`src/rtl/core/i2c_eeprom_byte_access_master_macros.svh`:
```
// ----------------------------------------------------------------------------
// I2C EEPROM byte access master: assertion macros
// Concurrent assertion wrappers used by the bit sequencer.
// ----------------------------------------------------------------------------
`ifndef I2C_EEPROM_BYTE_ACCESS_MASTER_MACROS_SVH
`define I2C_EEPROM_BYTE_ACCESS_MASTER_MACROS_SVH

`ifndef ASSERT_OFF

// Check that a property holds at every clock edge outside reset
`define I2CM_ASSERT(lbl, clk, rstn, prop) \
  lbl: assert property (@(posedge clk) disable iff (!rstn) (prop)) \
    else $error("i2cm assertion failed");

// Check that a condition never occurs outside reset
`define I2CM_ASSERT_NEVER(lbl, clk, rstn, cond) \
  lbl: assert property (@(posedge clk) disable iff (!rstn) !(cond)) \
    else $error("i2cm forbidden condition seen");

`else

`define I2CM_ASSERT(lbl, clk, rstn, prop)
`define I2CM_ASSERT_NEVER(lbl, clk, rstn, cond)

`endif

`endif

```
`src/rtl/core/i2cm_pkg.sv`:
```
// ----------------------------------------------------------------------------
// I2C EEPROM byte access master: package
// Shared types and constants of the tick queue, sequencer and top level.
// ----------------------------------------------------------------------------
package i2cm_pkg;

  // Tick queue depth between front and back
  localparam int unsigned QueueDepth = 2;
  localparam int unsigned QueuePtrW  = (QueueDepth > 1) ? $clog2(QueueDepth) : 1;
  localparam int unsigned QueueCntW  = $clog2(QueueDepth + 1);

  // Configuration port
  localparam int unsigned CfgIdxW  = 2;
  localparam int unsigned CfgDataW = 24;

  typedef enum logic [CfgIdxW-1:0] {
    CFG_HALF_BIT    = 2'd0,
    CFG_ACK_TIMEOUT = 2'd1,
    CFG_WRITE_CYCLE = 2'd2,
    CFG_DEVICE_ADDR = 2'd3
  } cfg_reg_e;

  // Register reset values
  localparam logic [15:0] HalfBitReset    = 16'd5;
  localparam logic [15:0] AckTimeoutReset = 16'd500;
  localparam logic [23:0] WriteCycleReset = 24'd10000;
  localparam logic [6:0]  DeviceAddrReset = 7'd80;

  // Wait count marker that flags an ACK timeout
  localparam logic [15:0] TimeoutMark = 16'hFFFF;

  // One tick word as it travels from front to back
  typedef struct packed {
    logic       request;
    logic       func;
    logic [7:0] mem_address;
    logic [7:0] write_data;
    logic       sda_sample;
  } item_t;

  // Configuration register set
  typedef struct packed {
    logic [15:0] half_bit_ticks;
    logic [15:0] ack_timeout_ticks;
    logic [23:0] write_cycle_ticks;
    logic [6:0]  device_address;
  } cfg_t;

  // Handshake between queue and sequencer
  typedef struct packed {
    logic  valid;
    item_t item;
  } head_t;

endpackage

```
`src/rtl/core/i2cm_front.sv`:
```
// ----------------------------------------------------------------------------
// I2C EEPROM byte access master: front tick queue
// Accepts tick words, packs the fields and buffers them for the sequencer.
// ----------------------------------------------------------------------------
module i2cm_front (
  input  logic                clk_i,
  input  logic                rst_ni,
  input  logic                in_valid_i,
  output logic                in_stall_o,
  input  logic                request_i,
  input  logic                func_i,
  input  logic [7:0]          mem_address_i,
  input  logic [7:0]          write_data_i,
  input  logic                sda_sample_i,
  output i2cm_pkg::head_t     head_o,
  input  logic                pop_i
);

  localparam int unsigned Depth = i2cm_pkg::QueueDepth;
  localparam int unsigned PtrW  = i2cm_pkg::QueuePtrW;
  localparam int unsigned CntW  = i2cm_pkg::QueueCntW;

  i2cm_pkg::item_t mem_q [Depth];
  logic [PtrW-1:0] wr_ptr_q, wr_ptr_d;
  logic [PtrW-1:0] rd_ptr_q, rd_ptr_d;
  logic [CntW-1:0] count_q, count_d;
  i2cm_pkg::item_t item_in;
  logic            push;
  logic            pop;

  // Pack the incoming word
  assign item_in = '{request:     request_i,
                     func:        func_i,
                     mem_address: mem_address_i,
                     write_data:  write_data_i,
                     sda_sample:  sda_sample_i};

  // Stall only when every slot holds a word
  assign in_stall_o = (count_q == CntW'(Depth));
  assign push       = in_valid_i && !in_stall_o;
  assign pop        = pop_i && (count_q != '0);

  // Advance pointers with wrap at the queue depth
  always_comb begin
    wr_ptr_d = wr_ptr_q;
    rd_ptr_d = rd_ptr_q;
    if (push) begin
      wr_ptr_d = (wr_ptr_q == PtrW'(Depth - 1)) ? '0 : wr_ptr_q + PtrW'(1);
    end
    if (pop) begin
      rd_ptr_d = (rd_ptr_q == PtrW'(Depth - 1)) ? '0 : rd_ptr_q + PtrW'(1);
    end
    count_d = count_q;
    case ({push, pop})
      2'b10:   count_d = count_q + CntW'(1);
      2'b01:   count_d = count_q - CntW'(1);
      default: count_d = count_q;
    endcase
  end

  always_ff @(posedge clk_i or negedge rst_ni) begin
    if (!rst_ni) begin
      wr_ptr_q <= '0;
      rd_ptr_q <= '0;
      count_q  <= '0;
    end else begin
      wr_ptr_q <= wr_ptr_d;
      rd_ptr_q <= rd_ptr_d;
      count_q  <= count_d;
    end
  end

  // Store the word in its slot
  always_ff @(posedge clk_i) begin
    if (push) begin
      mem_q[wr_ptr_q] <= item_in;
    end
  end

  assign head_o.valid = (count_q != '0);
  assign head_o.item  = mem_q[rd_ptr_q];

endmodule

```
`src/rtl/core/i2cm_seq.sv`:
```
// ----------------------------------------------------------------------------
// I2C EEPROM byte access master: bit sequencer
// Runs the START/byte/ACK/STOP sequence one tick per word, with output register.
// ----------------------------------------------------------------------------
`include "i2c_eeprom_byte_access_master_macros.svh"

module i2cm_seq (
  input  logic            clk_i,
  input  logic            rst_ni,
  input  i2cm_pkg::cfg_t  cfg_i,
  input  i2cm_pkg::head_t head_i,
  output logic            pop_o,
  output logic            out_valid_o,
  input  logic            out_stall_i,
  output logic            scl_level_o,
  output logic            sda_level_o,
  output logic            sda_drive_o,
  output logic            busy_res_o,
  output logic            done_res_o,
  output logic [7:0]      read_byte_o
);

  typedef enum logic [4:0] {
    PH_IDLE, PH_STA, PH_STB,
    PH_TXL, PH_TXH, PH_AKL, PH_AKH,
    PH_RSL, PH_RSA, PH_RSB,
    PH_RXL, PH_RXH, PH_NKL, PH_NKH,
    PH_SPL, PH_SPA, PH_SPB, PH_HOLD
  } phase_e;

  typedef enum logic [1:0] {
    STG_DEV_W, STG_MEM, STG_DATA, STG_DEV_R
  } stage_e;

  phase_e      phase_q, phase_d, phase_c;
  stage_e      stage_q, stage_d;
  logic [3:0]  bit_q, bit_d, bit_inc;
  logic [7:0]  shift_q, shift_d, shift_rx;
  logic [23:0] tick_q, tick_d, tick_c, tick_step;
  logic [24:0] tick_inc;
  logic [15:0] ack_q, ack_d, ack_c;
  logic        kind_q, kind_d;
  logic [7:0]  addr_q, addr_d;
  logic [7:0]  data_q, data_d;
  logic [7:0]  last_q, last_d;
  logic [15:0] half_len;
  logic        half_end, hold_end, start;
  logic        scl, sda, drv, done, busy;
  logic        out_valid_q;
  logic        scl_q, sda_q, drv_q, busy_q, done_q;
  logic        pop;
  i2cm_pkg::item_t item;

  // Byte sent at the start of each stage
  function automatic logic [7:0] stage_byte(stage_e s, logic [6:0] dev,
                                            logic [7:0] a, logic [7:0] d);
    logic [7:0] b;
    case (s)
      STG_DEV_W: b = {dev, 1'b0};
      STG_MEM:   b = a;
      STG_DATA:  b = d;
      default:   b = {dev, 1'b1};
    endcase
    return b;
  endfunction

  assign item = head_i.item;
  assign pop  = head_i.valid && (!out_valid_q || !out_stall_i);
  assign pop_o = pop;

  // Take a request while idle as the first START tick
  assign start   = (phase_q == PH_IDLE) && item.request;
  assign phase_c = start ? PH_STA : phase_q;
  assign tick_c  = start ? '0 : tick_q;
  assign ack_c   = start ? '0 : ack_q;
  assign kind_d  = start ? item.func : kind_q;
  assign addr_d  = start ? item.mem_address : addr_q;
  assign data_d  = start ? item.write_data : data_q;

  // Step timer
  assign half_len  = (cfg_i.half_bit_ticks == '0) ? 16'd1 : cfg_i.half_bit_ticks;
  assign tick_inc  = {1'b0, tick_c} + 25'd1;
  assign half_end  = (tick_inc >= {9'b0, half_len});
  assign hold_end  = (tick_inc >= {1'b0, cfg_i.write_cycle_ticks});
  assign tick_step = half_end ? '0 : tick_inc[23:0];
  assign bit_inc   = bit_q + 4'd1;
  assign shift_rx  = {shift_q[6:0], item.sda_sample};

  // Next state and line levels for this tick
  always_comb begin
    phase_d = phase_c;
    stage_d = stage_q;
    tick_d  = tick_c;
    ack_d   = ack_c;
    bit_d   = bit_q;
    shift_d = shift_q;
    last_d  = last_q;
    scl     = 1'b1;
    sda     = 1'b1;
    drv     = 1'b1;
    done    = 1'b0;
    unique case (phase_c)
      PH_IDLE: begin
        tick_d = tick_c;
      end
      PH_STA: begin
        tick_d = tick_step;
        if (half_end) phase_d = PH_STB;
      end
      PH_STB: begin
        sda    = 1'b0;
        tick_d = tick_step;
        if (half_end) begin
          shift_d = stage_byte(STG_DEV_W, cfg_i.device_address, addr_d, data_d);
          stage_d = STG_DEV_W;
          bit_d   = '0;
          phase_d = PH_TXL;
        end
      end
      PH_TXL: begin
        scl    = 1'b0;
        sda    = shift_q[7];
        tick_d = tick_step;
        if (half_end) phase_d = PH_TXH;
      end
      PH_TXH: begin
        sda    = shift_q[7];
        tick_d = tick_step;
        if (half_end) begin
          shift_d = {shift_q[6:0], 1'b0};
          bit_d   = bit_inc;
          if (bit_inc >= 4'd8) begin
            bit_d   = '0;
            ack_d   = '0;
            phase_d = PH_AKL;
          end else begin
            phase_d = PH_TXL;
          end
        end
      end
      PH_AKL: begin
        scl    = 1'b0;
        drv    = 1'b0;
        tick_d = tick_step;
        if (half_end) phase_d = PH_AKH;
      end
      PH_AKH: begin
        drv = 1'b0;
        if (!half_end) begin
          tick_d = tick_inc[23:0];
        end else if (!item.sda_sample) begin
          // Slave acknowledged: move to the next stage
          ack_d  = '0;
          tick_d = '0;
          case (stage_q)
            STG_DEV_W: begin
              shift_d = stage_byte(STG_MEM, cfg_i.device_address, addr_d, data_d);
              stage_d = STG_MEM;
              bit_d   = '0;
              phase_d = PH_TXL;
            end
            STG_MEM: begin
              if (kind_d) begin
                phase_d = PH_RSL;
              end else begin
                shift_d = stage_byte(STG_DATA, cfg_i.device_address, addr_d, data_d);
                stage_d = STG_DATA;
                bit_d   = '0;
                phase_d = PH_TXL;
              end
            end
            STG_DATA: phase_d = PH_SPL;
            default: begin
              bit_d   = '0;
              phase_d = PH_RXL;
            end
          endcase
        end else if (ack_c >= cfg_i.ack_timeout_ticks) begin
          // Give up: send STOP and restart the transaction
          ack_d   = i2cm_pkg::TimeoutMark;
          tick_d  = '0;
          phase_d = PH_SPL;
        end else begin
          ack_d = ack_c + 16'd1;
        end
      end
      PH_RSL: begin
        scl    = 1'b0;
        tick_d = tick_step;
        if (half_end) phase_d = PH_RSA;
      end
      PH_RSA: begin
        tick_d = tick_step;
        if (half_end) phase_d = PH_RSB;
      end
      PH_RSB: begin
        sda    = 1'b0;
        tick_d = tick_step;
        if (half_end) begin
          shift_d = stage_byte(STG_DEV_R, cfg_i.device_address, addr_d, data_d);
          stage_d = STG_DEV_R;
          bit_d   = '0;
          phase_d = PH_TXL;
        end
      end
      PH_RXL: begin
        scl    = 1'b0;
        drv    = 1'b0;
        tick_d = tick_step;
        if (half_end) phase_d = PH_RXH;
      end
      PH_RXH: begin
        drv    = 1'b0;
        tick_d = tick_step;
        if (half_end) begin
          shift_d = shift_rx;
          bit_d   = bit_inc;
          if (bit_inc >= 4'd8) begin
            bit_d   = '0;
            last_d  = shift_rx;
            phase_d = PH_NKL;
          end else begin
            phase_d = PH_RXL;
          end
        end
      end
      PH_NKL: begin
        scl    = 1'b0;
        tick_d = tick_step;
        if (half_end) phase_d = PH_NKH;
      end
      PH_NKH: begin
        tick_d = tick_step;
        if (half_end) phase_d = PH_SPL;
      end
      PH_SPL: begin
        scl    = 1'b0;
        sda    = 1'b0;
        tick_d = tick_step;
        if (half_end) phase_d = PH_SPA;
      end
      PH_SPA: begin
        sda    = 1'b0;
        tick_d = tick_step;
        if (half_end) phase_d = PH_SPB;
      end
      PH_SPB: begin
        tick_d = tick_step;
        if (half_end) begin
          if (ack_c != '0) begin
            ack_d   = '0;
            phase_d = PH_STA;
          end else if (!kind_d && (cfg_i.write_cycle_ticks != '0)) begin
            phase_d = PH_HOLD;
          end else begin
            done    = 1'b1;
            phase_d = PH_IDLE;
          end
        end
      end
      PH_HOLD: begin
        tick_d = hold_end ? '0 : tick_inc[23:0];
        if (hold_end) begin
          done    = 1'b1;
          phase_d = PH_IDLE;
        end
      end
      default: begin
        phase_d = PH_IDLE;
        tick_d  = '0;
      end
    endcase
    busy = done || (phase_d != PH_IDLE);
  end

  // Hold sequencer state and the output word
  always_ff @(posedge clk_i or negedge rst_ni) begin
    if (!rst_ni) begin
      phase_q     <= PH_IDLE;
      stage_q     <= STG_DEV_W;
      tick_q      <= '0;
      ack_q       <= '0;
      bit_q       <= '0;
      shift_q     <= '0;
      kind_q      <= 1'b0;
      addr_q      <= '0;
      data_q      <= '0;
      last_q      <= '0;
      out_valid_q <= 1'b0;
      scl_q       <= 1'b1;
      sda_q       <= 1'b1;
      drv_q       <= 1'b1;
      busy_q      <= 1'b0;
      done_q      <= 1'b0;
    end else begin
      if (pop) begin
        phase_q <= phase_d;
        stage_q <= stage_d;
        tick_q  <= tick_d;
        ack_q   <= ack_d;
        bit_q   <= bit_d;
        shift_q <= shift_d;
        kind_q  <= kind_d;
        addr_q  <= addr_d;
        data_q  <= data_d;
        last_q  <= last_d;
        scl_q   <= scl;
        sda_q   <= sda;
        drv_q   <= drv;
        busy_q  <= busy;
        done_q  <= done;
      end
      if (pop) begin
        out_valid_q <= 1'b1;
      end else if (!out_stall_i) begin
        out_valid_q <= 1'b0;
      end
    end
  end

  assign out_valid_o = out_valid_q;
  assign scl_level_o = scl_q;
  assign sda_level_o = sda_q;
  assign sda_drive_o = drv_q;
  assign busy_res_o  = busy_q;
  assign done_res_o  = done_q;
  assign read_byte_o = last_q;

  // Idle leaves no timer, bit or ACK residue behind
  `I2CM_ASSERT(idle_clean_a, clk_i, rst_ni,
    (phase_q == PH_IDLE) |-> (tick_q == '0 && bit_q == '0 && ack_q == '0))
  // Write cycle hold only follows a write
  `I2CM_ASSERT(hold_write_only_a, clk_i, rst_ni, (phase_q == PH_HOLD) |-> !kind_q)
  // A word waiting at a stalled output is never overwritten
  `I2CM_ASSERT_NEVER(no_overwrite_a, clk_i, rst_ni, out_valid_q && out_stall_i && pop)
  // A popped tick always yields an output word
  `I2CM_ASSERT(pop_gives_word_a, clk_i, rst_ni, pop |=> (out_valid_q && (!done_q || busy_q)))

endmodule

```
`src/rtl/core/i2c_eeprom_byte_access_master.sv`:
```
// ----------------------------------------------------------------------------
// I2C EEPROM byte access master
// Single-byte EEPROM write and random read over I2C, one tick word per cycle.
// ----------------------------------------------------------------------------
// Usage:
//   Each input word is one timebase tick: request/func/mem_address/write_data
//   start a transaction when the master is idle, sda_sample is the SDA level
//   seen on that tick. Each tick yields exactly one output word with the SCL
//   and SDA levels to drive, the SDA drive enable, busy, a one-tick done and
//   the last byte read.
//   Both channels are valid/stall; the config port (valid/ready, index, data)
//   is always ready. The user must write it only while no transaction runs;
//   the block itself does not enforce this. The tick queue (two entries)
//   feeds a sequencer that registers its state per popped word, so one tick
//   word enters and one result leaves per cycle while out_stall_i stays low.
//   An accepted word is held in a queue slot, then in the output register.
//   When the receiver stalls, the output word holds, the sequencer stops and
//   the queue fills; in_stall_o rises once both queue slots are taken.
//   Reset: sequencer idle, queue empty, registers at their defaults (half bit
//   5, ACK timeout 500, write cycle 10000, device address 0x50).
// ----------------------------------------------------------------------------
module i2c_eeprom_byte_access_master (
  input  logic                          clk_i,
  input  logic                          rst_ni,
  // Configuration write channel
  input  logic                          cfg_valid_i,
  output logic                          cfg_ready_o,
  input  logic [i2cm_pkg::CfgIdxW-1:0]  cfg_index_i,
  input  logic [i2cm_pkg::CfgDataW-1:0] cfg_data_i,
  // Tick input channel
  input  logic                          in_valid_i,
  output logic                          in_stall_o,
  input  logic                          request_i,
  input  logic                          func_i,
  input  logic [7:0]                    mem_address_i,
  input  logic [7:0]                    write_data_i,
  input  logic                          sda_sample_i,
  // Result channel
  output logic                          out_valid_o,
  input  logic                          out_stall_i,
  output logic                          scl_level_o,
  output logic                          sda_level_o,
  output logic                          sda_drive_o,
  output logic                          busy_res_o,
  output logic                          done_res_o,
  output logic [7:0]                    read_byte_o
);

  i2cm_pkg::cfg_t  cfg_q;
  i2cm_pkg::head_t head;
  logic            pop;
  logic            cfg_we;

  assign cfg_ready_o = 1'b1;
  assign cfg_we      = cfg_valid_i && cfg_ready_o;

  // Hold the configuration registers
  always_ff @(posedge clk_i or negedge rst_ni) begin
    if (!rst_ni) begin
      cfg_q.half_bit_ticks    <= i2cm_pkg::HalfBitReset;
      cfg_q.ack_timeout_ticks <= i2cm_pkg::AckTimeoutReset;
      cfg_q.write_cycle_ticks <= i2cm_pkg::WriteCycleReset;
      cfg_q.device_address    <= i2cm_pkg::DeviceAddrReset;
    end else if (cfg_we) begin
      unique case (i2cm_pkg::cfg_reg_e'(cfg_index_i))
        i2cm_pkg::CFG_HALF_BIT:    cfg_q.half_bit_ticks    <= cfg_data_i[15:0];
        i2cm_pkg::CFG_ACK_TIMEOUT: cfg_q.ack_timeout_ticks <= cfg_data_i[15:0];
        i2cm_pkg::CFG_WRITE_CYCLE: cfg_q.write_cycle_ticks <= cfg_data_i[23:0];
        i2cm_pkg::CFG_DEVICE_ADDR: cfg_q.device_address    <= cfg_data_i[6:0];
        default:                   cfg_q                   <= cfg_q;
      endcase
    end
  end

  // Front: accept and queue tick words
  i2cm_front u_front (
    .clk_i         (clk_i),
    .rst_ni        (rst_ni),
    .in_valid_i    (in_valid_i),
    .in_stall_o    (in_stall_o),
    .request_i     (request_i),
    .func_i        (func_i),
    .mem_address_i (mem_address_i),
    .write_data_i  (write_data_i),
    .sda_sample_i  (sda_sample_i),
    .head_o        (head),
    .pop_i         (pop)
  );

  // Back: bit sequencer with output register
  i2cm_seq u_seq (
    .clk_i       (clk_i),
    .rst_ni      (rst_ni),
    .cfg_i       (cfg_q),
    .head_i      (head),
    .pop_o       (pop),
    .out_valid_o (out_valid_o),
    .out_stall_i (out_stall_i),
    .scl_level_o (scl_level_o),
    .sda_level_o (sda_level_o),
    .sda_drive_o (sda_drive_o),
    .busy_res_o  (busy_res_o),
    .done_res_o  (done_res_o),
    .read_byte_o (read_byte_o)
  );

endmodule
```
`config.mk`:
```
export PLATFORM = sky130hd
export DESIGN_NAME = i2c_eeprom_byte_access_master
export DESIGN_NICKNAME = d
export VERILOG_FILES = /design/src/rtl/core/i2cm_pkg.sv /design/src/rtl/core/i2cm_front.sv /design/src/rtl/core/i2cm_seq.sv /design/src/rtl/core/i2c_eeprom_byte_access_master.sv
export VERILOG_INCLUDE_DIRS = /design/src /design/src/rtl/core
export SDC_FILE = /design/constraint.sdc
export NUM_CORES = 1
export LEC_CHECK = 0
export BUFFER_PORTS_ARGS = -buffer_cell sky130_fd_sc_hd__buf_2
export CORE_MARGIN = 1.5
export CORE_UTILIZATION = 55
export CTS_BUF_LIST = sky130_fd_sc_hd__clkbuf_8
export CTS_CLUSTER_DIAMETER = 150
export DETAILED_ROUTE_END_ITERATION = 6
export PLACE_DENSITY = 0.8
export SLEW_MARGIN = 25
export SYNTH_ARGS = -nofsm -noshare
export SYNTH_HDL_FRONTEND = slang
export SYNTH_HIERARCHICAL = 1
export SYNTH_SLANG_ARGS = --single-unit
```
`constraint.sdc`:
```
create_clock -name clk_i -period 7.12 [get_ports clk_i]
set_input_delay 1.424 -clock clk_i [delete_from_list [all_inputs] [get_ports clk_i]]
set_output_delay 1.424 -clock clk_i [all_outputs]
set_load 0.02 [all_outputs]
```
; ---- Yosys cells after proc, flatten, opt, wreduce, memory -nomap -nowiden
; Memories as Yosys holds them, arrays and structs flattened.
; Index checks and enable logic that the tools add are counted.
[totals]
register_bits = 157
output_inout_bits = 16
mem_count = 1
in_bits = 50
ram_bits = 38
[mem_list]
columns = memory, words, word_bits, read_ports, rd_ports_with_merged_regs, write_ports, line
row1 = u_front.mem_q, 2, 19, 1, 0, 1, i2cm_front.sv:23  ; i2cm_pkg::item_t mem_q [Depth];
[classes]
magnitude_cmp = 4
n_addsub = 7
eq_ne = 37
n_reduce_logical = 39
mux = 85
[op_table]
columns = cell, n
row1 = 16-bit 2-to-1 mux, 9
row2 = 24-bit 2-to-1 mux, 6
row3 = 5-bit 2-to-1 mux, 21
row4 = 24-bit one-hot mux with 4 select lines, 1
row5 = 5-bit one-hot mux with 17 select lines, 1
row6 = 8-bit 2-to-1 mux, 9
row7 = 16-bit one-hot mux with 3 select lines, 1
row8 = 5-bit by 4-bit equality test with 1-bit output (second input constant), 8
row9 = 8-bit one-hot mux with 5 select lines, 1
row10 = 24-bit by 1-bit adder with 25-bit output (second input constant), 1
row11 = 25-bit by 16-bit >= comparator with 1-bit output, 1
row12 = 25-bit by 24-bit >= comparator with 1-bit output, 1
row13 = 4-bit 2-to-1 mux, 6
row14 = 24-bit nonzero test, 1
row15 = 5-bit by 3-bit equality test with 1-bit output (second input constant), 4
row16 = 16-bit by 1-bit adder with 16-bit output (second input constant), 1
row17 = 16-bit >= comparator, 1
row18 = 16-bit logical NOT, 1
row19 = 2-bit by 1-bit inequality test with 1-bit output (second input constant), 8
row20 = 8-bit one-hot mux with 2 select lines, 1
row21 = 8-bit AND reduction, 2
row22 = 16-bit nonzero test, 1
row23 = 5-bit one-hot mux with 3 select lines, 1
row24 = 15-bit OR reduction, 1
row25 = 34 further kinds, 84

; ---- Depth between registers and ports, before layout
[depth]
depth_word = 11
ltp_mapped = 27
ltp_nobuf = 19

; ---- Hierarchy
; Netlist, hierarchy kept.
[by_module_without_submodules]
columns = module, cells_each, instances, area_per_inst_um2, seq_area_each_um2
row1 = i2cm_seq, 899, 1, 7427.1, 2255.9
row2 = i2c_eeprom_byte_access_master, 136, 1, 2399.8, 1595.3
row3 = i2cm_front, 77, 1, 1564.0, 1241.2

; ---- Least setup slack after synthesis
; Ideal clock, no wire load.
[synth_path]
path_kind = reg2reg
start = register u_front.rd_ptr_q
end = register u_seq.last_q[0] (netlist: u_seq/read_byte_o[0])
t_arrival_ns = 5.475
setup_time_ns = 0.125
n_path_buf = 7
path_stages_with_launch = 27
required_ns = 6.995
setup_slack_ns = 1.520
synth_period_minus_slack_ns = 5.600
cell_sequence = dfrtp_1 -> buf_2 -> mux2_2 -> nor2b_1 -> nand2_1 -> clkbuf_1 -> clkbuf_1 -> clkbuf_1 -> clkbuf_1 -> and2_1 -> ha_1 -> nand2_1 -> nor3_1 -> and3_1 -> xnor2_1 -> nor2_1 -> ha_1 -> a21oi_1 -> o22ai_1 -> or3_1 -> nor3b_1 -> nand4_1 -> buf_2 -> and2_1 -> buf_6 -> nand4b_4 -> mux2_2
[synth_rtl]
columns = item, line
row1 = start: declaration, i2cm_front.sv:25  ; logic [PtrW-1:0] rd_ptr_q, rd_ptr_d;
row2 = start signal: assignment, i2cm_front.sv:68  ; rd_ptr_q <= rd_ptr_d;
row3 = end signal: assignment, i2cm_seq.sv:306  ; last_q <= last_d;
row4 = end: declaration, i2cm_seq.sv:45  ; logic [7:0] last_q, last_d;

; ---- Worst setup path after layout
[layout_path]
start = register u_seq.phase_q[1]
end = register u_seq.last_q[1] (netlist: u_seq/read_byte_o[1])
[layout_via]
elab_chain_cells = 6
word_cells_on_any_way = 8
[layout_lines]
columns = item, line
row1 = start: declaration, i2cm_seq.sv:35  ; phase_e phase_q, phase_d, phase_c;
row2 = start signal: assignment, i2cm_seq.sv:297  ; phase_q <= phase_d;
row3 = 5-bit logical NOT, i2cm_seq.sv:72  ; assign start = (phase_q == PH_IDLE) && item.request;
row4 = 1-bit logical AND, i2cm_seq.sv:72
row5 = 24-bit 2-to-1 mux, i2cm_seq.sv:74  ; assign tick_c = start ? '0 : tick_q;
row6 = 24-bit by 1-bit adder with 25-bit output, i2cm_seq.sv:82  ; assign tick_inc = {1'b0, tick_c} + 25'd1;
row7 = 25-bit by 16-bit >= comparator with 1-bit output, i2cm_seq.sv:83  ; assign half_end = (tick_inc >= {9'b0, half_len});
row8 = 4-bit AND reduction (no source line) *, --
; Mark *: on every way between the ends. The rest lies on a longest branch, timed or not.
; A chain may end at the register's enable or synchronous reset.

==> impl_metrics.csv <==
group,metric,value,unit
logic_synthesis,synth_top_area_frac,0.305,
cts,cts-buffers-inserted,17,
worst_setup_path,cp_max_fo,25,
detailed_routing,drtIter0Drc,942,
layout,drive_above_1_share,0.216,
place,gp_congestion,0.925,
pwr,p_sw_frac,0.405,
cts,cts_tree,"yes",
layout,diodes,0,
floorplan,start_util,0.561,
layout,area_delta_synth_final,8.58,%
cts,cts-hold-fix-buffers,0,
sta,hold_viol_final,0,
logic_synthesis,syn_nets,1218,
sta,max_freq,0.163,GHz
pwr,p_sw,1.48,mW
grt,grt_max_degree,104,
grt,grt_pass1_vias,8604,
pwr,irDropWorstVdd,246,µV
floorplan,rows,52,
layout,fill_cells,1645,
layout,final_util,0.609,
cts,clk_pin_slew_worst_paths,0.12,ns
logic_synthesis,synth_edf_count,38,
floorplan,core_region_area,20300,µm²
pwr,pwr-share-comb,0.365,
logic_synthesis,avgSynthCellArea,10.2,µm²
floorplan,dieWidth,147,µm
worst_setup_path,start_kind,"flop",
worst_setup_path,worstSetupPathType,"flop to flop",
logic_synthesis,yosys-top-cells-count,"dfrtp_1, mux2_2, nand2_1",
worst_setup_path,cp_slowest_cell,"nor4_1",
pwr,p_seq_frac,0.421,
run,drv_cap,0,
sta,fin_skew,0.0202,ns
logic_synthesis,syn_area,11400,µm²
worst_setup_path,cp_cell_sequence,"nor4_1, nand2_1, and2_1, ha_1, nand2_1, nor3_1, and3_1, xnor2_1, nor2_1, ha_1, a21oi_1, o22ai_1, or3_1, nor3b_1, nand4_1, and2_1, nand4b_4, mux2_2",
floorplan,die_area,21600,µm²
cts,clk_path_buf_depth,2,
detailed_routing,num_vias,8923,
grt,gr-total-overflow,0,
detailed_routing,avgRoutedWirePerCell,19.1,µm
cts,post_cts_resized,0,
cts,post-cts-setup-buffers,0,
worst_setup_path,cp.required,7.50,ns
worst_setup_path,endpoint_kind,"flop",
place,placed_cells,1409,
sta,min_period_over_period,0.861,
detailed_routing,ant_nets,0,
sta,maxSlewViolCount,0,
worst_setup_path,max_stage_delay,0.79,ns
sta,period_minus_slack,6.13,ns
sta,worst_pin_slew,1.04,ns
outcome,status,"complete, no violations",
min_path,min_path_type,"flop to flop",
place,place_area,11900,µm²
logic_synthesis,synth-seq-cells,195,
place,port-buffer-count,64,
logic_synthesis,synth-main-ff-cell,"dfrtp_1",
logic_synthesis,synth_most_common_cell,"dfrtp_1",
grt,grt_pass1_wl,45000,µm
detailed_routing,wl,27600,µm
logic_synthesis,synth_top_area_cell,"dfrtp_1",
grt,track_usage,0.263,
place,place_hpwl,19800,µm
logic_synthesis,async_reset_ff_frac,0.805,
cts,insertion_delay,0.49,ns
sta,finalSetupTns,0,ns
logic_synthesis,yosysUniqueCellTypes,78,
logic_synthesis,ys_seq_area_frac,0.447,
floorplan,io-pin-count,66,
sta,rsz0062_at_grt,"no",
pwr,clkPwrFrac,0.214,
detailed_routing,firstDrtPassIters,6,
worst_setup_path,cp.arrival,6.51,ns
cts,clock_sinks,195,
layout,layoutNonFillerInstCount,1441,
logic_synthesis,yosysWarnings,6,
sta,setup_viol,0,
layout,final_nets,1264,
pwr,p_leak,5.52,nW
logic_synthesis,syn_inst,1112,
pwr,p_per_area,296,nW/µm²
detailed_routing,drc,0,
cts,htreeDepth,4,
pwr,internal_power,2.18,mW
layout,post-route-cell-area,12400,µm²
cts,cts_root_buffer,"clkbuf_8",
sta,slew_headroom,0.308,
floorplan,die_y,147,µm
detailed_routing,via_per_inst,6.19,
grt,antenna_found_initial,0,
logic_synthesis,ys_top_cells_by_area,"dfrtp_1, mux2_2, edfxtp_1, ha_1, dfstp_2",
## layer usage
metal / part of all wire / GRT usage / vias up / wire, µm
met1: 0.45 / 0.389 / 4368 / 12500
met3: 0.067 / 0.0394 / 48 / 1860
met5: 0 / 0 / - / 0
met4: 0.021 / 0.0800 / 0 / 575
li1: - / - / 4124 / -
met2: 0.46 / 0.402 / 383 / 12600
## critical path, delay by kind of cell (launching register included)
family	cells	cell delay, ns
DFF	1	0.66
xor gates and xnor gates	1	0.13
muxes	1	0.36
and+or+nand+nor	12	4.07
adders and majority gates	2	0.57
AOI/OAI and AO/OA	2	0.21
## metrics by stage
| stage | worst slack, ns | power [mW] | hold slack (ns) |
|---|---|---|---|
| after global placement | 1.42 | 2.81 | 0.453 |
| after CTS | 1.05 | 3.65 | 0.469 |
| after global routing | 0.515 | 3.87 | 0.497 |
| after floorplan | 1.52 | 2.49 | 0.449 |
| final | 0.990 | 3.66 | 0.464 |
| after detailed placement | 1.10 | 2.87 | 0.451 |
## sequential cells by signal, summed over array words and instances, names as in the netlist, 2 cells and up
register and count:
u_front/mem_q 38, u_seq/phase_q 5, u_seq/ack_q 16, u_seq/stage_q 2, u_seq/shift_q 8, u_front/count_q 2, u_seq/read_byte_o 8, u_seq/bit_q 4
cfg_q 63, u_seq/tick_q 24, u_seq/addr_q 8, u_seq/data_q 8
## logic make-up (layout without fill, tap and decap cells)
logic type	after synthesis	in the layout	share of synthesized area
mux	133	133	0.129
simple gates	342	342	0.155
flops	195	195	0.447
other cells	1	1	0.000329
buf+inv	121	180	0.0450
xor+xnor	33	33	0.0254
compound gates	231	231	0.137
fa+ha+maj	56	56	0.0615
## cell usage in the layout (no fill, tap or decap), types with 21 or more instances in the layout
cell type,netlist,final
mux2i_1,21,21
nor2_1,69,68
buf_2,8,63
nand3_1,29,29
o21ai_0,59,59
nand2_1,109,109
dfrtp_1,139,139
mux2_2,110,110
inv_1,72,72
o2bb2ai_1,24,24
ha_1,56,56
a21oi_1,47,47
edfxtp_1,38,38
## power groups by stage
stage	clock [mW]	sequential, mW	combinational (mW)
floorplan	0	1.50	0.985
global route	0.836	1.56	1.47
CTS	0.796	1.53	1.32
detailed placement	0	1.56	1.31
finish	0.783	1.54	1.34
global placement	0	1.54	1.27
## path summary, 6_finish.rpt
check                                  start                    to  cells past startpoint  slack (ns)
setup / recovery            u_seq/phase_q[1]  u_seq/read_byte_o[1]                     18        0.99
hold / removal             u_seq/sda_drive_o     u_seq/sda_drive_o                      2        0.46
setup reg to reg            u_seq/phase_q[1]  u_seq/read_byte_o[1]                     18        0.99
hold reg to reg            u_seq/sda_drive_o     u_seq/sda_drive_o                      2        0.46
max in group asynchronous             rst_ni              cfg_q[2]                      2        4.89
min in group asynchronous             rst_ni             cfg_q[57]                      1        1.04
## final cells by class
type / count / area, µm² / area share
clock buffer: 17 / 234 / 0.0189
clock inverter: 15 / 221 / 0.0179
inverter: 72 / 270 / 0.0219
multi-input combinational: 796 / 5790 / 0.468
sequential: 195 / 5090 / 0.412
tap: 270 / 338 / 0.0273
timing repair buffer: 76 / 419 / 0.0339
No activity file was read; power rests on OpenSTA's default activity.
